<file path="config.mk">
export PLATFORM = sky130hd
export DESIGN_NAME = uart_register_datagram_framer
export DESIGN_NICKNAME = d
export VERILOG_FILES = /design/src/rtl/urdf_pkg.sv /design/src/rtl/urdf_front.sv /design/src/rtl/urdf_queue.sv /design/src/rtl/urdf_back.sv /design/src/rtl/uart_register_datagram_framer.sv
export VERILOG_INCLUDE_DIRS = /design/src /design/src/rtl
export SDC_FILE = /design/constraint.sdc
export NUM_CORES = 1
export LEC_CHECK = 0
export BUFFER_PORTS_ARGS = -buffer_cell sky130_fd_sc_hd__buf_2
export CAP_MARGIN = 20
export CORE_UTILIZATION = 60
export CTS_BUF_LIST = sky130_fd_sc_hd__clkbuf_8
export DETAILED_ROUTE_END_ITERATION = 16
export GPL_ROUTABILITY_DRIVEN = 0
export PLACE_DENSITY = 0.77
export SLEW_MARGIN = 20
export SYNTH_ARGS = -nofsm -noshare
export SYNTH_HDL_FRONTEND = slang
export SYNTH_SLANG_ARGS = --single-unit
</file>
<file path="constraint.sdc">
create_clock -name clk -period 4.97 [get_ports clk]
set_clock_uncertainty 0.15 [all_clocks]
set_input_delay 1.2425 -clock clk [delete_from_list [all_inputs] [get_ports clk]]
set_output_delay 1.2425 -clock clk [all_outputs]
set_load 0.1 [all_outputs]
</file>
<file path="src/rtl/uart_register_datagram_framer_assert.svh">
// Assertion macros for the datagram framer top level.
`ifndef UART_REGISTER_DATAGRAM_FRAMER_ASSERT_SVH
`define UART_REGISTER_DATAGRAM_FRAMER_ASSERT_SVH

// Same-cycle implication, sampled on clk and disabled during reset.
`define URDF_ASSERT_NOW(label, ante, cons, msg) \
  label: assert property (@(posedge clk) disable iff (rst) (ante) |-> (cons)) else $error(msg);

// Next-cycle implication, sampled on clk and disabled during reset.
`define URDF_ASSERT_NEXT(label, ante, cons, msg) \
  label: assert property (@(posedge clk) disable iff (rst) (ante) |=> (cons)) else $error(msg);

`endif

</file>
<file path="src/rtl/urdf_pkg.sv">
// Package for the datagram framer: types, constants and the CRC-8 step.
package urdf_pkg;

  localparam int QUEUE_DEPTH_DEFAULT = 2;
  localparam int CFG_INDEX_W = 2;
  localparam int CFG_DATA_W = 8;

  localparam logic [CFG_INDEX_W-1:0] REG_NODE_ADDRESS = 2'd0;
  localparam logic [CFG_INDEX_W-1:0] REG_SYNC_BYTE = 2'd1;

  localparam logic [7:0] NODE_ADDRESS_RESET = 8'h00;
  localparam logic [7:0] SYNC_BYTE_RESET = 8'h05;
  localparam logic [7:0] CRC_POLY = 8'h07;
  localparam logic [7:0] CRC_INIT = 8'h00;

  localparam logic ACTION_READ = 1'b0;
  localparam logic ACTION_WRITE = 1'b1;

  // Byte positions within a datagram.
  localparam logic [2:0] POS_SYNC = 3'd0;
  localparam logic [2:0] POS_NODE = 3'd1;
  localparam logic [2:0] POS_ADDR = 3'd2;
  localparam logic [2:0] POS_DATA3 = 3'd3;
  localparam logic [2:0] POS_DATA2 = 3'd4;
  localparam logic [2:0] POS_DATA1 = 3'd5;
  localparam logic [2:0] POS_DATA0 = 3'd6;
  localparam logic [2:0] WRITE_LAST_POS = 3'd7;
  localparam logic [2:0] READ_LAST_POS = 3'd3;

  typedef struct packed {
    logic        action;
    logic [6:0]  register_address;
    logic [31:0] write_value;
  } req_t;

  typedef struct packed {
    logic [7:0] frame_byte;
    logic       last_byte;
  } res_t;

  // One classified request, waiting in the queue for the serializer.
  typedef struct packed {
    logic        is_write;
    logic [7:0]  sync_byte;
    logic [7:0]  node_address;
    logic [7:0]  addr_byte;
    logic [31:0] data;
  } frame_t;

  typedef struct packed {
    logic empty;
    logic full;
  } q_stat_t;

  // Feeds one byte into the CRC, least significant bit first.
  function automatic logic [7:0] crc_feed(input logic [7:0] crc, input logic [7:0] data);
    logic [7:0] c;
    logic [7:0] b;
    logic       fb;
    c = crc;
    b = data;
    for (int k = 0; k < 8; k++) begin
      fb = c[7] ^ b[0];
      c = {c[6:0], 1'b0};
      if (fb) begin
        c = c ^ CRC_POLY;
      end
      b = {1'b0, b[7:1]};
    end
    return c;
  endfunction

endpackage

</file>
<file path="src/rtl/urdf_front.sv">
// Front end: configuration registers and request classification.
module urdf_front (
  input  logic                             clk,
  input  logic                             rst,
  input  logic                             start,
  input  urdf_pkg::req_t                   request,
  input  urdf_pkg::q_stat_t                q_stat,
  input  logic                             cfg_valid,
  output logic                             cfg_ready,
  input  logic [urdf_pkg::CFG_INDEX_W-1:0] cfg_index,
  input  logic [urdf_pkg::CFG_DATA_W-1:0]  cfg_data,
  output logic                             busy,
  output logic                             push,
  output urdf_pkg::frame_t                 push_frame
);
  import urdf_pkg::*;

  logic [7:0] node_address;
  logic [7:0] sync_byte;

  assign cfg_ready = 1'b1;
  assign busy = q_stat.full;
  assign push = start && !busy;

  always_ff @(posedge clk) begin
    if (rst) begin
      node_address <= NODE_ADDRESS_RESET;
      sync_byte <= SYNC_BYTE_RESET;
    end else if (cfg_valid && cfg_ready) begin
      if (cfg_index == REG_NODE_ADDRESS) begin
        node_address <= cfg_data;
      end else if (cfg_index == REG_SYNC_BYTE) begin
        sync_byte <= cfg_data;
      end
    end
  end

  // Address bit 7 carries the direction: set for writes, clear for reads.
  always_comb begin
    push_frame.is_write = (request.action == ACTION_WRITE);
    push_frame.sync_byte = sync_byte;
    push_frame.node_address = node_address;
    push_frame.addr_byte = {request.action, request.register_address};
    push_frame.data = request.write_value;
  end

endmodule

</file>
<file path="src/rtl/urdf_queue.sv">
// Short queue of classified requests between front end and serializer.
module urdf_queue #(
  parameter int DEPTH = urdf_pkg::QUEUE_DEPTH_DEFAULT
) (
  input  logic              clk,
  input  logic              rst,
  input  logic              push,
  input  urdf_pkg::frame_t  push_frame,
  input  logic              pop,
  output urdf_pkg::frame_t  pop_frame,
  output urdf_pkg::q_stat_t q_stat
);
  import urdf_pkg::*;

  localparam int PTR_W = (DEPTH > 1) ? $clog2(DEPTH) : 1;
  localparam int CNT_W = $clog2(DEPTH + 1);
  localparam logic [PTR_W-1:0] LAST_PTR = PTR_W'(DEPTH - 1);

  frame_t           entries [DEPTH];
  logic [PTR_W-1:0] wr_ptr;
  logic [PTR_W-1:0] rd_ptr;
  logic [CNT_W-1:0] count;
  logic             do_push;
  logic             do_pop;

  assign q_stat.empty = (count == '0);
  assign q_stat.full = (count == CNT_W'(DEPTH));
  assign do_push = push && !q_stat.full;
  assign do_pop = pop && !q_stat.empty;
  assign pop_frame = entries[rd_ptr];

  always_ff @(posedge clk) begin
    if (do_push) begin
      entries[wr_ptr] <= push_frame;
    end
  end

  always_ff @(posedge clk) begin
    if (rst) begin
      wr_ptr <= '0;
      rd_ptr <= '0;
      count <= '0;
    end else begin
      if (do_push) begin
        wr_ptr <= (wr_ptr == LAST_PTR) ? '0 : wr_ptr + 1'b1;
      end
      if (do_pop) begin
        rd_ptr <= (rd_ptr == LAST_PTR) ? '0 : rd_ptr + 1'b1;
      end
      if (do_push && !do_pop) begin
        count <= count + 1'b1;
      end else if (do_pop && !do_push) begin
        count <= count - 1'b1;
      end
    end
  end

endmodule

</file>
<file path="src/rtl/urdf_back.sv">
// Back end: serializes one datagram a byte per cycle and appends the CRC.
module urdf_back (
  input  logic              clk,
  input  logic              rst,
  input  urdf_pkg::q_stat_t q_stat,
  input  urdf_pkg::frame_t  pop_frame,
  output logic              pop,
  output logic              result_valid,
  output urdf_pkg::res_t    result
);
  import urdf_pkg::*;

  logic       active;
  logic [2:0] pos;
  frame_t     cur;
  logic [7:0] crc;
  logic [2:0] last_pos;
  logic       is_last;
  logic [7:0] byte_sel;

  assign last_pos = cur.is_write ? WRITE_LAST_POS : READ_LAST_POS;
  assign is_last = active && (pos == last_pos);
  // The next datagram is loaded in the cycle its predecessor's CRC byte is selected.
  assign pop = !q_stat.empty && (!active || is_last);

  always_comb begin
    case (pos)
      POS_SYNC:  byte_sel = cur.sync_byte;
      POS_NODE:  byte_sel = cur.node_address;
      POS_ADDR:  byte_sel = cur.addr_byte;
      POS_DATA3: byte_sel = cur.data[31:24];
      POS_DATA2: byte_sel = cur.data[23:16];
      POS_DATA1: byte_sel = cur.data[15:8];
      POS_DATA0: byte_sel = cur.data[7:0];
      default:   byte_sel = crc;
    endcase
    if (is_last) begin
      byte_sel = crc;
    end
  end

  always_ff @(posedge clk) begin
    if (active) begin
      result.frame_byte <= byte_sel;
      result.last_byte <= is_last;
    end
    if (pop) begin
      cur <= pop_frame;
      pos <= POS_SYNC;
      crc <= CRC_INIT;
    end else if (active) begin
      crc <= crc_feed(crc, byte_sel);
      pos <= pos + 1'b1;
    end
  end

  always_ff @(posedge clk) begin
    if (rst) begin
      active <= 1'b0;
      result_valid <= 1'b0;
    end else begin
      result_valid <= active;
      if (pop) begin
        active <= 1'b1;
      end else if (is_last) begin
        active <= 1'b0;
      end
    end
  end

endmodule

</file>
<file path="src/rtl/uart_register_datagram_framer.sv">
// Top level of the UART register datagram framer.
// A request passes through a queue entry, the serializer's frame register and the result
// register before its first byte appears. Throughput: one byte per cycle from the serializer;
// a write datagram has 8 bytes and a read 4, and datagrams follow each other without gaps
// while the queue holds requests. busy is high while the request queue is full. Synchronous
// reset empties the queue and serializer and restores node address 0 and sync byte 5.
`include "uart_register_datagram_framer_assert.svh"

module uart_register_datagram_framer #(
  parameter int QUEUE_DEPTH = urdf_pkg::QUEUE_DEPTH_DEFAULT
) (
  input  logic                             clk,
  input  logic                             rst,
  input  logic                             start,
  output logic                             busy,
  input  urdf_pkg::req_t                   request,
  input  logic                             cfg_valid,
  output logic                             cfg_ready,
  input  logic [urdf_pkg::CFG_INDEX_W-1:0] cfg_index,
  input  logic [urdf_pkg::CFG_DATA_W-1:0]  cfg_data,
  output logic                             result_valid,
  output urdf_pkg::res_t                   result
);
  import urdf_pkg::*;

  q_stat_t q_stat;
  logic    push;
  frame_t  push_frame;
  logic    pop;
  frame_t  pop_frame;

  urdf_front u_front (
    .clk        (clk),
    .rst        (rst),
    .start      (start),
    .request    (request),
    .q_stat     (q_stat),
    .cfg_valid  (cfg_valid),
    .cfg_ready  (cfg_ready),
    .cfg_index  (cfg_index),
    .cfg_data   (cfg_data),
    .busy       (busy),
    .push       (push),
    .push_frame (push_frame)
  );

  urdf_queue #(
    .DEPTH (QUEUE_DEPTH)
  ) u_queue (
    .clk        (clk),
    .rst        (rst),
    .push       (push),
    .push_frame (push_frame),
    .pop        (pop),
    .pop_frame  (pop_frame),
    .q_stat     (q_stat)
  );

  urdf_back u_back (
    .clk          (clk),
    .rst          (rst),
    .q_stat       (q_stat),
    .pop_frame    (pop_frame),
    .pop          (pop),
    .result_valid (result_valid),
    .result       (result)
  );

  // A taken request must be waiting in the queue or already loaded.
  `URDF_ASSERT_NEXT(a_push_lands, push, !q_stat.empty || u_back.active, "request lost")
  // Bytes of one datagram go out in consecutive cycles.
  `URDF_ASSERT_NEXT(a_contiguous, result_valid && !result.last_byte, result_valid,
                    "gap inside datagram")
  // The serializer never pulls from an empty queue.
  `URDF_ASSERT_NOW(a_no_underflow, pop, !q_stat.empty, "pop from empty queue")

endmodule

</file>
---- Yosys cells after proc, flatten, opt, wreduce, memory -nomap -nowiden ----
Memories as Yosys holds them, arrays and structs flattened. A register that Yosys moved wholly into a read port is not among the register bits.
Index checks and enable logic that the tools add are counted.
storage, ports and cells
  flip-flop bits (word level) ............. 42
  bits in latches ......................... 0
  bits in writable memories ............... 114
  ROM bits ................................ 0
  input port bits ......................... 54
  output and inout port bits .............. 12
  logic and storage cells ................. 96
  memories kept ........................... 1
memories
  name             depth  bits a word  rd ports  clocked after Yosys merged registers in  wr ports  line              RTL
  u_queue.entries  2      57           1         1                                        1         urdf_queue.sv:19  frame_t entries [DEPTH];
operators by class
  $add $sub $neg .......................... 5
  multipliers ............................. 0
  divide/modulo/power cells ............... 0
  order comparisons ....................... 0
  equal/unequal tests ..................... 9
  shift operators ......................... 0
  muxes and demuxes ....................... 33
  bitwise operators ....................... 17
  reduce and logical (&&, ||, !) cells .... 20
operator list
  operator             number
  $mux 8               15
  $pmux 8 s7           1
  $mux 3               9
  $not 3->3            8
  $eq 3x3->1 const B   3
  $xor 1x1->1          8
  $logic_and 1x1->1    7
  $eq 3x2->1 const B   2
  $mux 1               6
  $logic_not 1->1      5
  $logic_not 2->1      2
  $mux 2               2
  $reduce_bool 2->1    2
  $add 3x1->3 const B  1
  $eq 3x1->1 const B   1
  $eq 3x3->1           1
  $logic_not 3->1      1
  $reduce_and 3->1     1
  $add 1x1->1 const B  2
  $add 2x1->2 const B  1
  $eq 2x1->1 const B   1
  $eq 2x2->1 const B   1
  $reduce_and 2->1     1
  $sub 2x1->2 const B  1
  2 further kinds      2

---- Longest topological paths before layout ----
  depth after elaboration ................. 34
  depth in mapped cells ................... 12
  gate-level depth less buffers ........... 10

---- Cells and area by module ----
A second synthesis with hierarchy kept.
second synthesis, totals
  cell total of the unflattened synthesis .. 553
  area, all modules ....................... 8,817.2 µm²
by module, submodules not included
  module      times used  cells each  area each (µm²)  seq. area each (µm²)
  urdf_queue  1           202         4,334.2          3,523.4
  urdf_back   1           240         3,454.6          2,242.2
  urdf_front  1           111         1,028.5          320.3

---- Worst setup path before layout ----
No wires, ideal clock.
  path kind ............................... in2reg
  start ................................... in start
  end ..................................... mem u_queue.entries[0][0] (netlist bit) (enable)
  library setup time ...................... 0.470 ns
  arrival ................................. 3.675 ns
  data required time ...................... 4.350 ns
  setup slack ............................. 0.675 ns
  cell stages on the path ................. 2
  path buffers ............................ 0
  cells stage by stage .................... nand2_1 nor2_1
on the way
  word-level cells in the longest chain between the ends .. 4
ends and longest elaborated chain
  item                          line                                 RTL
  from (decl)                   uart_register_datagram_framer.sv:14  input logic start,
  $logic_and 1x1->1             urdf_front.sv:23                     assign push = start && !busy;
  $logic_and 1x1->1             urdf_queue.sv:28                     assign do_push = push && !q_stat.full;
  $mux 1                        urdf_queue.sv:33                     if (do_push) begin
  $mux 1 (not written as such)  urdf_queue.sv:34                     entries[wr_ptr] <= push_frame;
  to (decl)                     urdf_queue.sv:19
Every way passes these cells.

---- Worst setup path after layout ----
  start ................................... reg u_back.pos[2]
  end ..................................... reg u_back.crc[3]
on the way
  word-level cells in the longest chain between the ends .. 21
  elaborated cells between the ends (all ways) .. 37
  those cells by class .................... eq/ne (7); mux (20); bitwise (6); reduce/logical (4)
ends and longest elaborated chain
  item                                             line                              RTL
  from (decl)                                      urdf_back.sv:14                   logic [2:0] pos;
  from (signal assigned)                           urdf_back.sv:53                   pos <= pos + 1'b1;
  $eq 3x3->1 (tied with other cells)               urdf_back.sv:27                   case (pos)
  $pmux 8 s7 or $logic_and 1x1->1 (tied branches)  urdf_back.sv:27, urdf_back.sv:22
  $mux 8                                           urdf_back.sv:37                   if (is_last) begin
  $xor 1x1->1                                      urdf_pkg.sv:63                    fb = c[7] ^ b[0];
  $mux 3                                           urdf_pkg.sv:65                    if (fb) begin
  $mux 8                                           urdf_back.sv:51                   end else if (active) begin
  $mux 8                                           urdf_back.sv:47                   if (pop) begin
  $mux 8                                           urdf_back.sv:51
  (+5 left out)                                    n/a
  $mux 8                                           urdf_back.sv:51
  $mux 8                                           urdf_back.sv:47
  $mux 8                                           urdf_back.sv:51
  $mux 8                                           urdf_back.sv:47
  $xor 1x1->1                                      urdf_pkg.sv:63
  $mux 3                                           urdf_pkg.sv:65
  $mux 8                                           urdf_back.sv:51
  $mux 8                                           urdf_back.sv:47
  to (signal assigned)                             urdf_back.sv:52                   crc <= crc_feed(crc, byte_sel);
  to (decl)                                        urdf_back.sv:16                   logic [7:0] crc;
Several ways; a longest one is shown, not always the timed one. The select of a mux whose other input is x is not followed.
A chain may end at the register's enable or synchronous reset.

==> impl_metrics.tcl <==
set metrics [dict create \
    clk_pin_slew_ps 70 \
    mostFrequentLayoutCells "edfxtp_1 (177), buf_2 (64), mux2_2 (57), nor2_1 (39), clkbuf_8 (39)" \
    drc 0 \
    area_growth_pct 13.2 \
    hp-class "flip-flop to flip-flop" \
    antenna_found_initial 0 \
    slowest_stage "dfxtp_1" \
    start_util_pct 62.1 \
    num_rows 42 \
    grt.met3_usage_pct 5.23 \
    maxCapViolations 0 \
    powerDensity_mw_per_mm2 699 \
    synthFlopType "edfxtp_1" \
    htreeDepth 2 \
    dr.pass1.iters 5 \
    period_share_pct 73.6 \
    cts_tree "done" \
    path_common_cell "a221oi_1" \
    grt_first_pass_wirelength_mm 23.5 \
    crit_arrival_ps 3930 \
    ios 66 \
    slew_violations 0 \
    cts_setup_buffers 0 \
    max_slew.worst_pin.slew_ps 978 \
    syn_nets 581 \
    n_antenna_cell 0 \
    track_usage_pct 21.6 \
    port_buffers 64 \
    synthArstFlopShare_pct 0 \
    finalSetupViolations 0 \
    grt_pass1_vias 4690 \
    clock_latency_ps 520 \
    p_leak_nw 3.48 \
    grt_use_met2_pct 35.9 \
    vias 4549 \
    wl_per_cell_um 18.5 \
    syn_area_mm2 0.00829 \
    chipWidth_um 120 \
    dp_hpwl_mm 9.51 \
    min_period_ps 3660 \
    ant_nets 0 \
    crit_type "flip-flop to flip-flop" \
    crit_path_end_kind "flip-flop" \
    syn_avg_cell_area_um2 15.9 \
    viasPerCell 5.69 \
    root_buffer "clkbuf_8" \
    synth-seq-cells 210 \
    final_common_cell "edfxtp_1" \
    critPathMaxFanout 16 \
    use_met1_pct 27.3 \
    hold_viol_final 0 \
    core_mm2 0.0133 \
    grt_remaining_overflow 0 \
    die_h_um 120 \
    maxSlewHeadroom_pct 34.7 \
    drt_wl_total_mm 14.8 \
    cts_buffers 34 \
    yosys_warnings 0 \
    synth_cell_types 53 \
    clk_path_buf_depth 3 \
    ir_drop_mv 0.289 \
    die_area_mm2 0.0143 \
    crit_chain "inv_2 -> ha_1 -> nor4_1 -> o21bai_1 -> or3_1 -> a221oi_1 -> a221oi_1 -> xnor2_1 -> a21oi_1 -> a31o_2" \
    layout-drive-gt1-share_pct 29.6 \
    synthCells 521 \
    setup_tns_ps 0 \
    cts_resized 0 \
    first_iter_violations 394 \
    cts_sinks 210 \
    max_stage_delay_ps 660 \
    setup_ws_ps 1310 \
    ys_seq_area_share_pct 72.1 \
    nets 658 \
    grt_start_max_net_pins 58 \
    place_ws_ps 1490 \
    synth_edf_count 177 \
    fmax_mhz 273 \
    grt_setup_unrepaired "no" \
    top_usage_layer "met2" \
    crit_required_ps 5240 \
    hold_buffers 0 \
    status "finished clean" \
    cp-start-kind "flip-flop" \
]
## critical path: cells and delay by family, from the launching register on
family | cells | cell delay, ps
compound gates | 5 | 1250
xor+xnor | 1 | 190
fa+ha+maj | 1 | 340
buf+inv | 1 | 180
flops | 1 | 660
simple gates | 2 | 780
## metal layers
metal,wire length [µm],share of wire (%)
met5,0,0
met4,359,2.4
met3,733,4.9
met2,7520,51
met1,6200,42
## path summary, 6_finish.rpt
path,to,from,slack [ps],cells past startpoint
max,u_back.crc[3],u_back.pos[2],1310,10
min,u_queue.entries[0][47],u_front.node_address[7],310,0
max reg2reg,u_back.crc[3],u_back.pos[2],1310,10
min reg2reg,u_queue.entries[0][47],u_front.node_address[7],310,0
## stage by stage
stage / area (µm²) / hold WS, ps / instances / total power [mW] / util [%]
after global placement: 8740 / 283 / 738 / 5.10 / 65.5
final: 9380 / 309 / 800 / 6.56 / 70.3
after detailed placement: 8740 / 296 / 738 / 5.19 / 65.5
after floorplan: 8290 / 275 / 521 / 4.71 / -
after CTS: 9380 / 303 / 800 / 6.58 / 70.3
after global routing: 9380 / 316 / 800 / 6.89 / 70.3
## cell usage after synthesis (10+ instances only)
library cell	count	area (µm²)
dfxtp_1	33	661
a222oi_1	10	100
a21oi_1	13	65.1
clkbuf_1	15	56.3
mux2i_1	20	200
nor2_1	40	150
inv_1	10	37.5
nand2_1	22	82.6
mux2_2	57	642
edfxtp_1	177	5320
xnor2_1	18	158
xor2_1	10	87.6
## state kept, by name, summed over array words and instances (netlist names)
signal / cells
u_back.pos: 3
u_back.cur: 56
u_front.node_address: 8
u_queue.entries: 112
u_back.result_valid: 1
u_front.sync_byte: 8
u_queue.rd_ptr: 1
u_back.active: 1
u_back.result: 9
u_back.crc: 8
u_queue.count: 2
u_queue.wr_ptr: 1
## final cells by class
cell class	count	area, µm²
Sequential cell	210	5980
Fill cell	918	3960
Multi-Input combinational cell	271	2130
Clock buffer	39	537
Timing Repair Buffer	70	378
Tap cell	176	220
Clock inverter	23	104
Inverter	11	41.3
## cell families (layout without fill, tap and decap cells)
family	count (synthesis)	in the layout	synth area share (%)
AO/OA/AOI/OAI	75	75	6.78
XOR/XNOR	29	29	3.23
adder cells (fa/ha/maj)	6	6	0.906
buffers and inverters	40	143	2.43
flip-flops	210	210	72.1
multiplexers	77	77	10.2
other	1	1	0.0452
AND/OR/NAND/NOR	83	83	4.36
## power by group
part           switching [mW]  internal [mW]  total, mW
Clock                   0.650          0.723       1.37
Sequential              0.218           2.52       2.73
Combinational            1.51          0.934       2.45
No activity file was read; power rests on OpenSTA's default activity.
